==> src/design/tld_pkg.sv <==
// ----------------------------------------------------------------------------
// tld_pkg: terminal line discipline shared definitions
// character codes, result kinds, register indexes and reset values used by
// the line discipline and its checker
// ----------------------------------------------------------------------------
package tld_pkg;

	// default depth of the line store
	localparam int LINE_DEPTH_DEF = 32;

	// fixed field widths
	localparam int CHAR_W  = 8;
	localparam int LEN_W   = 6;
	localparam int CFG_IDX_W = 3;

	// character codes
	localparam logic [CHAR_W-1:0] CHAR_NL = 8'h0A;
	localparam logic [CHAR_W-1:0] CHAR_CR = 8'h0D;
	localparam logic [CHAR_W-1:0] CHAR_BS = 8'h08;
	localparam logic [CHAR_W-1:0] CHAR_SP = 8'h20;

	// result kinds
	typedef enum logic [1:0] {
		KIND_ECHO = 2'd0,
		KIND_DATA = 2'd1,
		KIND_END  = 2'd2
	} kind_t;

	// configuration register indexes
	typedef enum logic [CFG_IDX_W-1:0] {
		CFG_INPUT_FLAGS  = 3'd0,
		CFG_OUTPUT_FLAGS = 3'd1,
		CFG_LOCAL_FLAGS  = 3'd2,
		CFG_ERASE_CHAR   = 3'd3,
		CFG_KILL_CHAR    = 3'd4,
		CFG_EOF_CHAR     = 3'd5,
		CFG_READ_LIMIT   = 3'd6
	} cfg_idx_t;

	// register reset values
	localparam logic [2:0]        IFLAG_RST      = 3'd0;
	localparam logic [3:0]        OFLAG_RST      = 4'd3;
	localparam logic [4:0]        LFLAG_RST      = 5'd15;
	localparam logic [CHAR_W-1:0] ERASE_RST      = 8'h7F;
	localparam logic [CHAR_W-1:0] KILL_RST       = 8'h15;
	localparam logic [CHAR_W-1:0] EOF_RST        = 8'h04;
	localparam logic [LEN_W-1:0]  READ_LIMIT_RST = 6'd32;

endpackage

==> src/design/tld_ram.sv <==
// ----------------------------------------------------------------------------
// tld_ram: generic single-port-write, single-port-read memory
// one write and one registered read per cycle, contents not reset
// ----------------------------------------------------------------------------
module tld_ram #(
	parameter int WIDTH = 8,
	parameter int DEPTH = 32
) (
	input  logic                     clk,
	input  logic                     wr_en,
	input  logic [$clog2(DEPTH)-1:0] wr_addr,
	input  logic [WIDTH-1:0]         wr_data,
	input  logic                     rd_en,
	input  logic [$clog2(DEPTH)-1:0] rd_addr,
	output logic [WIDTH-1:0]         rd_data
);

	logic [WIDTH-1:0] mem_q [DEPTH];
	logic [WIDTH-1:0] rd_data_q;

	always_ff @(posedge clk) begin
		if (wr_en) begin
			mem_q[wr_addr] <= wr_data;
		end
		if (rd_en) begin
			rd_data_q <= mem_q[rd_addr];
		end
	end

	assign rd_data = rd_data_q;

endmodule

==> src/design/terminal_line_discipline.sv <==
// ----------------------------------------------------------------------------
// terminal_line_discipline: canonical terminal line discipline
// sequence: the character is latched, then its echo bytes and next step are
//   planned in S_PLAN; its results then go into the output register in order:
//   E echo bytes (0 to 4), then a raw byte, or N line bytes and an end marker,
//   or nothing more; each line byte is read through the registered read port
//   in S_RD and loaded from it in S_DATA
// the character input is stalled from its transfer until its last result is
//   loaded into the output register, or its plan is made if it has no result
// reset: flags, control characters and the read limit take their defaults,
//   the line is emptied; the line store itself is not cleared
// ----------------------------------------------------------------------------
module terminal_line_discipline #(
	parameter int LINE_DEPTH = tld_pkg::LINE_DEPTH_DEF
) (
	input  logic                          clk,
	input  logic                          arst_n,
	// character input
	input  logic                          rx_valid,
	output logic                          rx_stall,
	input  logic [tld_pkg::CHAR_W-1:0]    rx_char,
	// results
	output logic                          res_valid,
	input  logic                          res_stall,
	output logic [1:0]                    kind,
	output logic [tld_pkg::CHAR_W-1:0]    data_byte,
	output logic [tld_pkg::LEN_W-1:0]     line_length,
	output logic                          last,
	// register writes
	input  logic                          cfg_valid,
	output logic                          cfg_ready,
	input  logic [tld_pkg::CFG_IDX_W-1:0] cfg_index,
	input  logic [tld_pkg::CHAR_W-1:0]    cfg_data
);

	import tld_pkg::*;

	// fill count holds 0..LINE_DEPTH, store address 0..LINE_DEPTH-1
	localparam int FW = $clog2(LINE_DEPTH + 1);
	localparam int AW = $clog2(LINE_DEPTH);

	typedef enum logic [2:0] {
		S_IDLE,
		S_PLAN,
		S_ECHO,
		S_RAW,
		S_RD,
		S_DATA,
		S_MARK
	} state_t;

	// what follows the echo bytes
	typedef enum logic [1:0] {
		M_NONE,
		M_RAW,
		M_LINE
	} mode_t;

	// configuration registers
	logic [2:0]        iflag_q;
	logic [3:0]        oflag_q;
	logic [4:0]        lflag_q;
	logic [CHAR_W-1:0] erase_q;
	logic [CHAR_W-1:0] kill_q;
	logic [CHAR_W-1:0] eof_q;
	logic [LEN_W-1:0]  limit_q;

	// sequencer and plan registers
	state_t               state_q;
	logic [CHAR_W-1:0]    char_q;
	logic [3:0][CHAR_W-1:0] echo_q;
	logic [2:0]           echo_cnt_q;
	logic [1:0]           echo_idx_q;
	mode_t                mode_q;
	logic [CHAR_W-1:0]    raw_q;
	logic [FW-1:0]        fill_q;
	logic [FW-1:0]        n_q;
	logic [FW-1:0]        idx_q;

	// output register
	logic                 res_valid_q;
	logic [1:0]           kind_q;
	logic [CHAR_W-1:0]    byte_q;
	logic [LEN_W-1:0]     len_q;
	logic                 last_q;

	// plan, worked out from the latched character
	logic                   post, canon, do_echo, pre_cr, skip, prt;
	logic [CHAR_W-1:0]      ec;
	logic [2:0][CHAR_W-1:0] body;
	logic [1:0]             body_len;
	logic [3:0][CHAR_W-1:0] echo_d;
	logic [2:0]             echo_cnt_d;
	logic [CHAR_W-1:0]      mc;
	logic                   ign;
	logic [FW-1:0]          fill_d;
	logic                   store;
	logic                   deliver;
	logic [FW-1:0]          n_d;
	mode_t                  mode_d;
	state_t                 after_plan, after_echo;

	// output slot may be loaded this cycle
	logic                   slot_free;
	logic                   rd_en;
	logic [CHAR_W-1:0]      rd_data;

	assign slot_free = !res_valid_q || !res_stall;
	assign rx_stall  = (state_q != S_IDLE);
	assign cfg_ready = (state_q == S_IDLE);

	// ---------------------------------------------------------------- echo
	always_comb begin
		post    = oflag_q[0];
		canon   = lflag_q[0];
		do_echo = lflag_q[1] || ((char_q == CHAR_NL) && lflag_q[4]);
		ec      = char_q;
		prt     = !char_q[7] && (char_q[6:5] != 2'd0);
		pre_cr  = 1'b0;
		skip    = 1'b0;
		// output post-processing
		if (post) begin
			if ((char_q == CHAR_NL) && oflag_q[1]) begin
				pre_cr = 1'b1;
				prt    = 1'b1;
			end else if ((char_q == CHAR_CR) && oflag_q[3]) begin
				skip = 1'b1;
			end else if ((char_q == CHAR_CR) && oflag_q[2]) begin
				ec  = CHAR_NL;
				prt = 1'b1;
			end
		end
		// erase echoes as backspace-space-backspace, kill as newline (then carriage return when output flags 0 and 1 are set)
		body = '{CHAR_BS, CHAR_SP, CHAR_BS};
		if (canon && lflag_q[2] && (ec == erase_q)) begin
			body_len = 2'd3;
		end else if (canon && lflag_q[3] && (ec == kill_q)) begin
			body[2]  = CHAR_NL;
			body[1]  = CHAR_CR;
			body_len = (post && oflag_q[1]) ? 2'd2 : 2'd1;
		end else if (prt) begin
			body[2]  = ec;
			body_len = 2'd1;
		end else begin
			body_len = 2'd0;
		end
		// entry 0 of the echo list goes out first
		if (pre_cr) begin
			echo_d     = {body[0], body[1], body[2], CHAR_CR};
			echo_cnt_d = 3'd1 + {1'b0, body_len};
		end else begin
			echo_d     = {CHAR_SP, body[0], body[1], body[2]};
			echo_cnt_d = {1'b0, body_len};
		end
		if (skip || !do_echo) begin
			echo_cnt_d = 3'd0;
		end
	end

	// ---------------------------------------------------- input map and edit
	always_comb begin
		mc  = char_q;
		ign = 1'b0;
		if (char_q == CHAR_CR) begin
			if (iflag_q[0]) begin
				mc = CHAR_NL;
			end else if (iflag_q[1]) begin
				ign = 1'b1;
			end
		end
		if ((mc == CHAR_NL) && iflag_q[2]) begin
			mc = CHAR_CR;
		end

		fill_d  = fill_q;
		store   = 1'b0;
		deliver = 1'b0;
		n_d     = fill_q;
		mode_d  = M_NONE;
		if (!ign && lflag_q[0]) begin
			if (mc == erase_q) begin
				// erase on an empty line is ignored
				if (fill_q != '0) begin
					fill_d = fill_q - FW'(1);
				end
			end else if (mc == kill_q) begin
				fill_d = '0;
			end else if (mc != eof_q) begin
				if (fill_q < FW'(LINE_DEPTH)) begin
					store  = 1'b1;
					fill_d = fill_q + FW'(1);
				end
			end
			deliver = (mc == CHAR_NL) || (mc == eof_q) || (fill_d >= FW'(LINE_DEPTH));
			if ({1'b0, limit_q} < 7'(fill_d)) begin
				n_d = FW'(limit_q);
			end else begin
				n_d = fill_d;
			end
			if (deliver) begin
				mode_d = M_LINE;
				fill_d = '0;
			end
		end else if (!ign) begin
			mode_d = M_RAW;
		end
	end

	// where the sequencer goes once the echo bytes are out
	always_comb begin
		case (mode_d)
			M_RAW:   after_plan = S_RAW;
			M_LINE:  after_plan = (n_d == '0) ? S_MARK : S_RD;
			default: after_plan = S_IDLE;
		endcase
		case (mode_q)
			M_RAW:   after_echo = S_RAW;
			M_LINE:  after_echo = (n_q == '0) ? S_MARK : S_RD;
			default: after_echo = S_IDLE;
		endcase
	end

	// ----------------------------------------------------------- line store
	assign rd_en = (state_q == S_RD);

	tld_ram #(
		.WIDTH (CHAR_W),
		.DEPTH (LINE_DEPTH)
	) u_line_ram (
		.clk     (clk),
		.wr_en   ((state_q == S_PLAN) && store),
		.wr_addr (fill_q[AW-1:0]),
		.wr_data (mc),
		.rd_en   (rd_en),
		.rd_addr (idx_q[AW-1:0]),
		.rd_data (rd_data)
	);

	// ------------------------------------------------------- configuration
	always_ff @(posedge clk or negedge arst_n) begin
		if (!arst_n) begin
			iflag_q <= IFLAG_RST;
			oflag_q <= OFLAG_RST;
			lflag_q <= LFLAG_RST;
			erase_q <= ERASE_RST;
			kill_q  <= KILL_RST;
			eof_q   <= EOF_RST;
			limit_q <= READ_LIMIT_RST;
		end else if (cfg_valid && cfg_ready) begin
			case (cfg_index)
				CFG_INPUT_FLAGS:  iflag_q <= cfg_data[2:0];
				CFG_OUTPUT_FLAGS: oflag_q <= cfg_data[3:0];
				CFG_LOCAL_FLAGS:  lflag_q <= cfg_data[4:0];
				CFG_ERASE_CHAR:   erase_q <= cfg_data;
				CFG_KILL_CHAR:    kill_q  <= cfg_data;
				CFG_EOF_CHAR:     eof_q   <= cfg_data;
				CFG_READ_LIMIT:   limit_q <= cfg_data[LEN_W-1:0];
				default:          ;  // writes beyond the list are dropped
			endcase
		end
	end

	// ----------------------------------------------------------- sequencer
	// one result per transfer slot: echo bytes, then a raw byte or the line
	// bytes and the end marker, or nothing after the echo bytes
	always_ff @(posedge clk or negedge arst_n) begin
		if (!arst_n) begin
			state_q     <= S_IDLE;
			fill_q      <= '0;
			res_valid_q <= 1'b0;
		end else begin
			if (!res_stall) begin
				res_valid_q <= 1'b0;
			end
			case (state_q)
				S_IDLE: begin
					if (rx_valid) begin
						char_q  <= rx_char;
						state_q <= S_PLAN;
					end
				end
				S_PLAN: begin
					echo_q     <= echo_d;
					echo_cnt_q <= echo_cnt_d;
					echo_idx_q <= '0;
					mode_q     <= mode_d;
					raw_q      <= mc;
					n_q        <= n_d;
					idx_q      <= '0;
					fill_q     <= fill_d;
					state_q    <= (echo_cnt_d != 3'd0) ? S_ECHO : after_plan;
				end
				S_ECHO: begin
					if (slot_free) begin
						res_valid_q <= 1'b1;
						kind_q      <= KIND_ECHO;
						byte_q      <= echo_q[echo_idx_q];
						len_q       <= '0;
						last_q      <= ({1'b0, echo_idx_q} == echo_cnt_q - 3'd1) &&
							(mode_q == M_NONE);
						echo_idx_q  <= echo_idx_q + 2'd1;
						if ({1'b0, echo_idx_q} == echo_cnt_q - 3'd1) begin
							state_q <= after_echo;
						end
					end
				end
				S_RAW: begin
					if (slot_free) begin
						res_valid_q <= 1'b1;
						kind_q      <= KIND_DATA;
						byte_q      <= raw_q;
						len_q       <= '0;
						last_q      <= 1'b1;
						state_q     <= S_IDLE;
					end
				end
				S_RD: begin
					// read issued, data lands next cycle
					state_q <= S_DATA;
				end
				S_DATA: begin
					if (slot_free) begin
						res_valid_q <= 1'b1;
						kind_q      <= KIND_DATA;
						byte_q      <= rd_data;
						len_q       <= '0;
						last_q      <= 1'b0;
						idx_q       <= idx_q + FW'(1);
						state_q     <= ((idx_q + FW'(1)) == n_q) ? S_MARK : S_RD;
					end
				end
				S_MARK: begin
					if (slot_free) begin
						res_valid_q <= 1'b1;
						kind_q      <= KIND_END;
						byte_q      <= '0;
						len_q       <= LEN_W'(n_q);
						last_q      <= 1'b1;
						state_q     <= S_IDLE;
					end
				end
				default: begin
					state_q <= S_IDLE;
				end
			endcase
		end
	end

	assign res_valid   = res_valid_q;
	assign kind        = kind_q;
	assign data_byte   = byte_q;
	assign line_length = len_q;
	assign last        = last_q;

endmodule

==> config.mk <==
export PLATFORM = sky130hd
export DESIGN_NAME = terminal_line_discipline
export DESIGN_NICKNAME = d
export VERILOG_FILES = /design/src/design/tld_pkg.sv /design/src/design/tld_ram.sv /design/src/design/terminal_line_discipline.sv
export SDC_FILE = /design/constraint.sdc
export NUM_CORES = 1
export LEC_CHECK = 0
export BUFFER_PORTS_ARGS = -buffer_cell sky130_fd_sc_hd__buf_2
export CAP_MARGIN = 40
export CORE_UTILIZATION = 53
export CTS_BUF_LIST = sky130_fd_sc_hd__clkbuf_16
export DETAILED_ROUTE_END_ITERATION = 12
export PLACE_DENSITY_LB_ADDON = 0.2
export SYNTH_ARGS = -nofsm -noshare
export SYNTH_HDL_FRONTEND = slang
export SYNTH_SLANG_ARGS = --single-unit
export TNS_END_PERCENT = 30
==> constraint.sdc <==
create_clock -name clk -period 7.7 [get_ports clk]
set_input_delay 2.31 -clock clk [delete_from_list [all_inputs] [get_ports clk]]
set_output_delay 2.31 -clock clk [all_outputs]
set_load 0.02 [all_outputs]
==> flow_summary_export.csv, run 1 <==
group,metric,value,unit
sta,drv_slew,0,
sta,hold_viol_final,0,
clock_network,cts_resized,0,
clock_network,clk_pin_slew,0.06,ns
setup_path,worstPathCellList,"buf_4 -> nor3b_2 -> a41oi_1 -> a21oi_4 -> mux2i_2 -> o32ai_1 -> a21o_1 -> a32o_1 -> ha_1 -> a21o_1 -> a21o_1 -> a21o_1 -> or3_1 -> nor3_2 -> or2_4 -> nor3_1 -> a311o_1 -> o41ai_2",
pwr,vdd_drop_max,0.000261,V
floorplan,dieHeight,182,um
placed_design,dp.cells,1480,
placed_design,gp_congestion,0.870,
synthesis,ys_seq_area_share,66.6,%
synthesis,synth_area_leaders,"edfxtp_1 (59%), mux4_2 (11%), dfrtp_1 (4.9%)",
status,status,"completed",
synthesis,syn_area_per_cell,16.3,um^2
placed_design,pre_cts_slack,1.78,ns
detailed_routing,drt_wl_total,38.4,mm
clock_network,numCtsBuffers,41,
floorplan,row_count,65,
sta,fin_skew,0.0190,ns
sta,max_slew_margin,37.6,%
clock_network,clock_latency,0.54,ns
detailed_routing,dr_total_vias,9644,
detailed_routing,first_pass_iters,5,
global_route,grt_usage,23.9,%
clock_network,cts_setup_buffers,0,
synthesis,ys_types,81,
setup_path,cp-start-kind,"register",
sta,tightest_slew,0.921,ns
synthesis,ys.flop_type,"edfxtp_1",
sta,setup_slack,1.74,ns
setup_path,cp_max_fo,39,
global_route,antenna_found_initial,1,
cells_and_area,final_cell_mix,"edfxtp_1 (337), mux4_2 (84), nor2_1 (71)",
clock_network,cts_tree,"done",
detailed_routing,drcViolationCount,0,
clock_network,htree_levels,2,
cells_and_area,antennaDiodeCount,0,
setup_path,crit_type,"register to register",
floorplan,ioPinCount,44,
cells_and_area,seq_area,0.0114,mm^2
synthesis,synth-edff-count,337,
setup_path,startpoint,"char_q[3]$_DFFE_PP_",
sta,rsz0062_at_grt,"false",
global_route,grt_first_pass_wirelength,58.9,mm
setup_path,required,8.13,ns
synthesis,yosys.area.top_type,"edfxtp_1",
clock_network,clockBufferDepth,3,
setup_path,r2r-end,"state_q[1]$_DFFE_PN0P_",
placed_design,post-dp-hpwl,25.7,mm
synthesis,yosysTopAreaCellShare,58.9,%
hold_path,hold_class,"register to register",
sta,period_share,77.4,%
cells_and_area,post-route-util,61.2,%
setup_path,critPathMostFrequentCell,"a21o_1",
setup_path,critPathSlowestCell,"a21oi_4",
cells_and_area,nets,1165,
pwr,power_density,332,mW/mm^2
sta,finalSetupTns,0,ns
setup_path,crit-reg2reg-launch,"char_q[3]$_DFFE_PP_",
setup_path,arrival,6.39,ns
cells_and_area,drive_above_1_share,27.5,%
clock_network,cts_sinks,389,
placed_design,port_buffers,43,
placed_design,placed_cell_area,0.0180,mm^2
synthesis,async_flop_share,13.4,%
floorplan,dieWidth,182,um
cells_and_area,finish.instance_area,0.0194,mm^2
setup_path,r2r_setup_slack,1.74,ns
synthesis,syn_inst,1054,
cells_and_area,multi_input_area,0.00543,mm^2
floorplan,initial_core_util,54.2,%
floorplan,coreArea,0.0317,mm^2
setup_path,end_kind,"register",
sta,fmax,168,MHz
detailed_routing,vias_per_cell,6.22,
global_route,grt-ovfl-total,0,
detailed_routing,ant_nets,0,
clock_network,cts_hold_buf,0,
flow_run,maxCapViolations,0,
pwr,power.leakage,6.63,nW
synthesis,yosys_warnings,0,
synthesis,synth_area,0.0172,mm^2
global_route,grt_max_degree,58,
cells_and_area,layout_commonest_cell,"edfxtp_1",
setup_path,slowest_delay,0.78,ns
detailed_routing,initialDrtViolationCount,1140,
global_route,grt_pass1_vias,9668,
synthesis,ys_seq_elements,389,
setup_path,critical_path.endpoint,"state_q[1]$_DFFE_PN0P_",
detailed_routing,routedWlPerCell,24.8,um
floorplan,die_area,0.0332,mm^2
sta,min_period,5.96,ns
clock_network,root_buffer,"clkbuf_16",
cells_and_area,area_delta_synth_final,12.9,%
cells_and_area,finalNonFillerCells,1551,
setup_path,r2r_cells,18,
sta,finalSetupViolations,0,
cells_and_area,nFillCells,2354,
[worst min path at each step]
stage	endpoint	cells past startpoint	start	slack, ns
after CTS	oflag_q[2]$_DFFE_PN0P_	1	oflag_q[2]$_DFFE_PN0P_	0.52
after floorplan	lflag_q[4]$_DFFE_PN0P_	1	lflag_q[4]$_DFFE_PN0P_	0.48
after global placement	oflag_q[2]$_DFFE_PN0P_	1	oflag_q[2]$_DFFE_PN0P_	0.50
after detailed placement	oflag_q[2]$_DFFE_PN0P_	1	oflag_q[2]$_DFFE_PN0P_	0.50
after global routing	oflag_q[2]$_DFFE_PN0P_	1	oflag_q[2]$_DFFE_PN0P_	0.53
final	oflag_q[2]$_DFFE_PN0P_	1	oflag_q[2]$_DFFE_PN0P_	0.51
[cells by family (layout without fill, tap and decap cells)]
logic type / Yosys count / after routing / share of synthesized area, %
xor+xnor: 37 / 37 / 1.89
other cells: 1 / 4 / 0.0218
compound gates: 142 / 142 / 5.89
simple gates: 236 / 236 / 7.14
buf+inv: 83 / 175 / 2.05
mux: 146 / 146 / 15.0
fa+ha+maj: 20 / 20 / 1.46
flops: 389 / 389 / 66.6
[flip-flops by register name (all words and copies together), names as in the netlist, 8 cells and up]
name	count
eof_q	8
raw_q	8
u_line_ram.rd_data	8
kill_q	8
echo_q	21
erase_q	8
data_byte	8
u_line_ram.mem_q	256
char_q	8
[through the flow]
step                      power [W]  hold slack [ns]
final                       0.00643            0.513
after global routing        0.00670            0.530
after CTS                   0.00645            0.517
after detailed placement    0.00444            0.504
after global placement      0.00439            0.498
after floorplan             0.00396            0.480
[worst max-delay path, delay by kind of cell, from the launching register on]
| family | cells | cell delay, ns |
|---|---|---|
| compound gates | 10 | 3.03 |
| flops | 1 | 0.32 |
| buf+inv | 1 | 0.40 |
| simple gates | 5 | 1.30 |
| fa+ha+maj | 1 | 0.30 |
| mux | 1 | 0.52 |
[layout make-up]
class	count	share of cell area (%)
clock inverter	27	1.48
inverter	26	0.574
sequential	389	59.0
clock buffer	44	5.67
multi-input combinational	585	28.0
tap	402	2.59
timing repair buffer	78	2.73
[power breakdown]
| part | total (W) | switching, W | leakage (nW) | internal, W |
|---|---|---|---|---|
| logic | 0.00156 | 0.000884 | 2.28 | 0.000673 |
| clock network | 0.00202 | 0.000792 | 0.685 | 0.00123 |
| registers | 0.00285 | 0.000225 | 3.67 | 0.00263 |
[cells in the mapped netlist, types with 11 or more instances]
library cell	count
edfxtp_1	337
dfrtp_1	34
dfstp_2	18
and2_1	16
nor3_1	19
nand3_1	13
inv_1	24
mux2_2	49
nand2_1	46
xnor2_1	19
nor2_1	71
ha_1	20
o22ai_1	13
clkbuf_1	41
a21oi_1	29
mux4_2	84
xor2_1	18
o21ai_0	16
mux2i_1	12
a31oi_1	18
o21a_1	11
[per-layer routing]
metal | up-vias | global-route usage (%) | share of wire, %
met5 | - | 0 | 0
met4 | 0 | 6.42 | 2.4
met3 | 74 | 4.29 | 7.1
met2 | 359 | 37.4 | 47
met1 | 4942 | 35.0 | 44
li1 | 4269 | - | -
Note: power is estimated with default switching activity, not from simulation.
==> run 2, diff against run 1 <==
Settings changed: ABC_AREA set to 1.
Clock period 7.7 ns to 5 ns, I/O delays scaled along.
==> run 2 against run 1 <==
Design area decreased by 0.65%. Setup slack got worse by 1.0 ns. Utilization fell by 0.39 points. Total power up 51%. Sequential share of layout area up 0.38 points. Maximum frequency is 39% higher. Final cell count up 34%. Critical endpoint unchanged.
==> flow_summary_export.csv, run 2 <==
group,metric,value,unit
floorplan,dieWidth,182,um
sta,drv_slew,0,
global_route,grt_max_degree,89,
synthesis,synth_area_leaders,"edfxtp_1 (59%), nor2_1 (6.3%), o21ai_0 (5.9%)",
detailed_routing,ant_nets,0,
floorplan,initial_core_util,54.3,%
setup_path,startpoint,"char_q[5]$_DFFE_PP_",
sta,setup_slack,0.728,ns
setup_path,required,5.48,ns
setup_path,end_kind,"register",
global_route,grt_first_pass_wirelength,65.5,mm
setup_path,crit-reg2reg-launch,"char_q[5]$_DFFE_PP_",
pwr,p_total,0.00970,W
clock_network,numCtsBuffers,42,
synthesis,synth-edff-count,337,
synthesis,synth_common_cells,"edfxtp_1 (337), nor2_1 (291), nand2_1 (211), o21ai_0 (203), inv_1 (121)",
synthesis,ys.flop_type,"edfxtp_1",
clock_network,clock_latency,0.55,ns
cells_and_area,final_cell_mix,"edfxtp_1 (337), nor2_1 (290), nand2_1 (211)",
placed_design,gp_congestion,0.957,
cells_and_area,post-route-util,60.8,%
clock_network,cts_tree,"done",
cells_and_area,largest_register,"u_line_ram.mem_q",
cells_and_area,largest_reg_flops,256,
synthesis,ys_seq_area_share,66.5,%
setup_path,r2r-end,"state_q[1]$_DFFE_PN0P_",
synthesis,syn_inst,1597,
placed_design,port_buffers,43,
floorplan,row_count,65,
cells_and_area,drive_above_1_share,11.2,%
cells_and_area,reg.largest.list,"u_line_ram.mem_q x256, echo_q x21",
setup_path,slowest_delay,0.40,ns
clock_network,cts_sinks,389,
placed_design,placed_cell_area,0.0180,mm^2
clock_network,clockBufferDepth,3,
clock_network,cts_resized,0,
synthesis,synth_area,0.0172,mm^2
floorplan,coreArea,0.0317,mm^2
cells_and_area,nets,1688,
setup_path,arrival,4.75,ns
synthesis,ys_seq_elements,389,
sta,fin_skew,0.0193,ns
cells_and_area,antennaDiodeCount,0,
clock_network,htree_levels,2,
pwr,power_density,503,mW/mm^2
sta,tightest_slew,0.890,ns
sta,finalSetupTns,0,ns
cells_and_area,layout_commonest_cell,"edfxtp_1",
sta,period_share,85.4,%
global_route,grt-ovfl-total,0,
detailed_routing,drt_wl_total,43.2,mm
setup_path,cp_max_fo,18,
status,status,"completed",
sta,rsz0062_at_grt,"false",
setup_path,critical_path.endpoint,"state_q[1]$_DFFE_PN0P_",
detailed_routing,routedWlPerCell,20.8,um
synthesis,syn_area_per_cell,10.8,um^2
detailed_routing,vias_per_cell,5.81,
setup_path,cp-start-kind,"register",
cells_and_area,finish.instance_area,0.0193,mm^2
setup_path,r2r_setup_slack,0.73,ns
global_route,antenna_found_initial,2,
synthesis,ys_types,50,
detailed_routing,drcViolationCount,0,
cells_and_area,area_delta_synth_final,12.0,%
synthesis,yosys.area.top_type,"edfxtp_1",
clock_network,cts_hold_buf,0,
synthesis,yosysMostFrequentCell,"edfxtp_1",
synthesis,yosysTopAreaCellShare,58.8,%
clock_network,clk_pin_slew,0.06,ns
floorplan,die_area,0.0332,mm^2
pwr,power.leakage,7.30,nW
pwr,vdd_drop_max,0.000285,V
cells_and_area,nFillCells,2540,
placed_design,post-dp-hpwl,27.8,mm
sta,hold_viol_final,0,
setup_path,r2r_cells,33,
setup_path,crit_type,"register to register",
setup_path,critPathSlowestCell,"edfxtp_1",
sta,fmax,234,MHz
sta,max_slew_margin,40.5,%
clock_network,root_buffer,"clkbuf_16",
flow_run,maxCapViolations,0,
placed_design,pre_cts_slack,0.767,ns
clock_network,cts_setup_buffers,0,
floorplan,dieHeight,182,um
global_route,grt_pass1_vias,11500,
synthesis,yosys_warnings,0,
synthesis,async_flop_share,13.4,%
sta,min_period,4.27,ns
detailed_routing,initialDrtViolationCount,1161,
sta,finalSetupViolations,0,
detailed_routing,dr_total_vias,12100,
detailed_routing,first_pass_iters,5,
floorplan,ioPinCount,44,
global_route,grt_usage,26.2,%
setup_path,critPathMostFrequentCell,"nand2_1",
hold_path,hold_class,"register to register",
[run 2: cell types whose count changed after synthesis, moves of 47 or more]
cell and delta:
mux2_2 -47, o22ai_1 +70, nor2_1 +220, nand2_1 +165, inv_1 +97, mux4_2 -84
o21ai_0 +187
[run 2: layer usage]
layer	global-route usage, %	wire length (um)	vias up
met5	0	0	-
met4	8.61	1160	0
met3	4.03	3180	70
met2	41.4	19900	470
met1	37.5	19000	5843
li1	-	-	5685
[run 2: how the worst min path moves through the flow]
stage / startpoint / to / cells past startpoint
3_5_place_dp: lflag_q[1]$_DFFE_PN1P_ / lflag_q[1]$_DFFE_PN1P_ / 2
2_1_floorplan: eof_q[3]$_DFFE_PN0P_ / eof_q[3]$_DFFE_PN0P_ / 2
5_1_grt: lflag_q[1]$_DFFE_PN1P_ / lflag_q[1]$_DFFE_PN1P_ / 2
3_3_place_gp: eof_q[5]$_DFFE_PN0P_ / eof_q[5]$_DFFE_PN0P_ / 2
6_report: lflag_q[1]$_DFFE_PN1P_ / lflag_q[1]$_DFFE_PN1P_ / 2
4_1_cts: lflag_q[1]$_DFFE_PN1P_ / lflag_q[1]$_DFFE_PN1P_ / 2
[run 2: critical path: cells and delay by family (launching register included)]
kind	cells	cell delay, ns
compound gates	3	0.65
fa+ha+maj	1	0.33
buf+inv	3	0.49
flops	1	0.40
simple gates	26	2.34
[run 2: report_power, final]
part	switching (W)	internal (W)
Sequential	0.000266	0.00405
Clock	0.00124	0.00175
Combinational	0.00166	0.000742
[run 2: cell families (layout without fill, tap and decap cells)]
kind of cell | after synthesis | after routing | share of synthesized area (%)
buffers and inverters | 199 | 273 | 4.41
and+or+nand+nor | 617 | 617 | 15.1
AOI/OAI and AO/OA | 346 | 346 | 11.2
xor gates and xnor gates | 23 | 23 | 1.17
DFF | 389 | 389 | 66.5
muxes | 2 | 2 | 0.131
adders and majority gates | 20 | 20 | 1.45
other | 1 | 4 | 0.0218
[run 2: final cells by class]
class	instances	area (um^2)	area share, %
flip-flops and latches	389	11400	59.4
inverters	130	494	2.56
clock buffers	44	1100	5.71
repair buffers	69	480	2.49
clock inverters	30	224	1.16
multi-input cells	1012	5030	26.1
well taps	402	503	2.61
[run 2: per-stage QoR]
step                hold slack [ns]  cells
floorplan                     0.472   1600
global placement              0.488   1997
detailed placement            0.494   2002
CTS                           0.506   2076
global route                  0.518   2076
finish                        0.510   2076
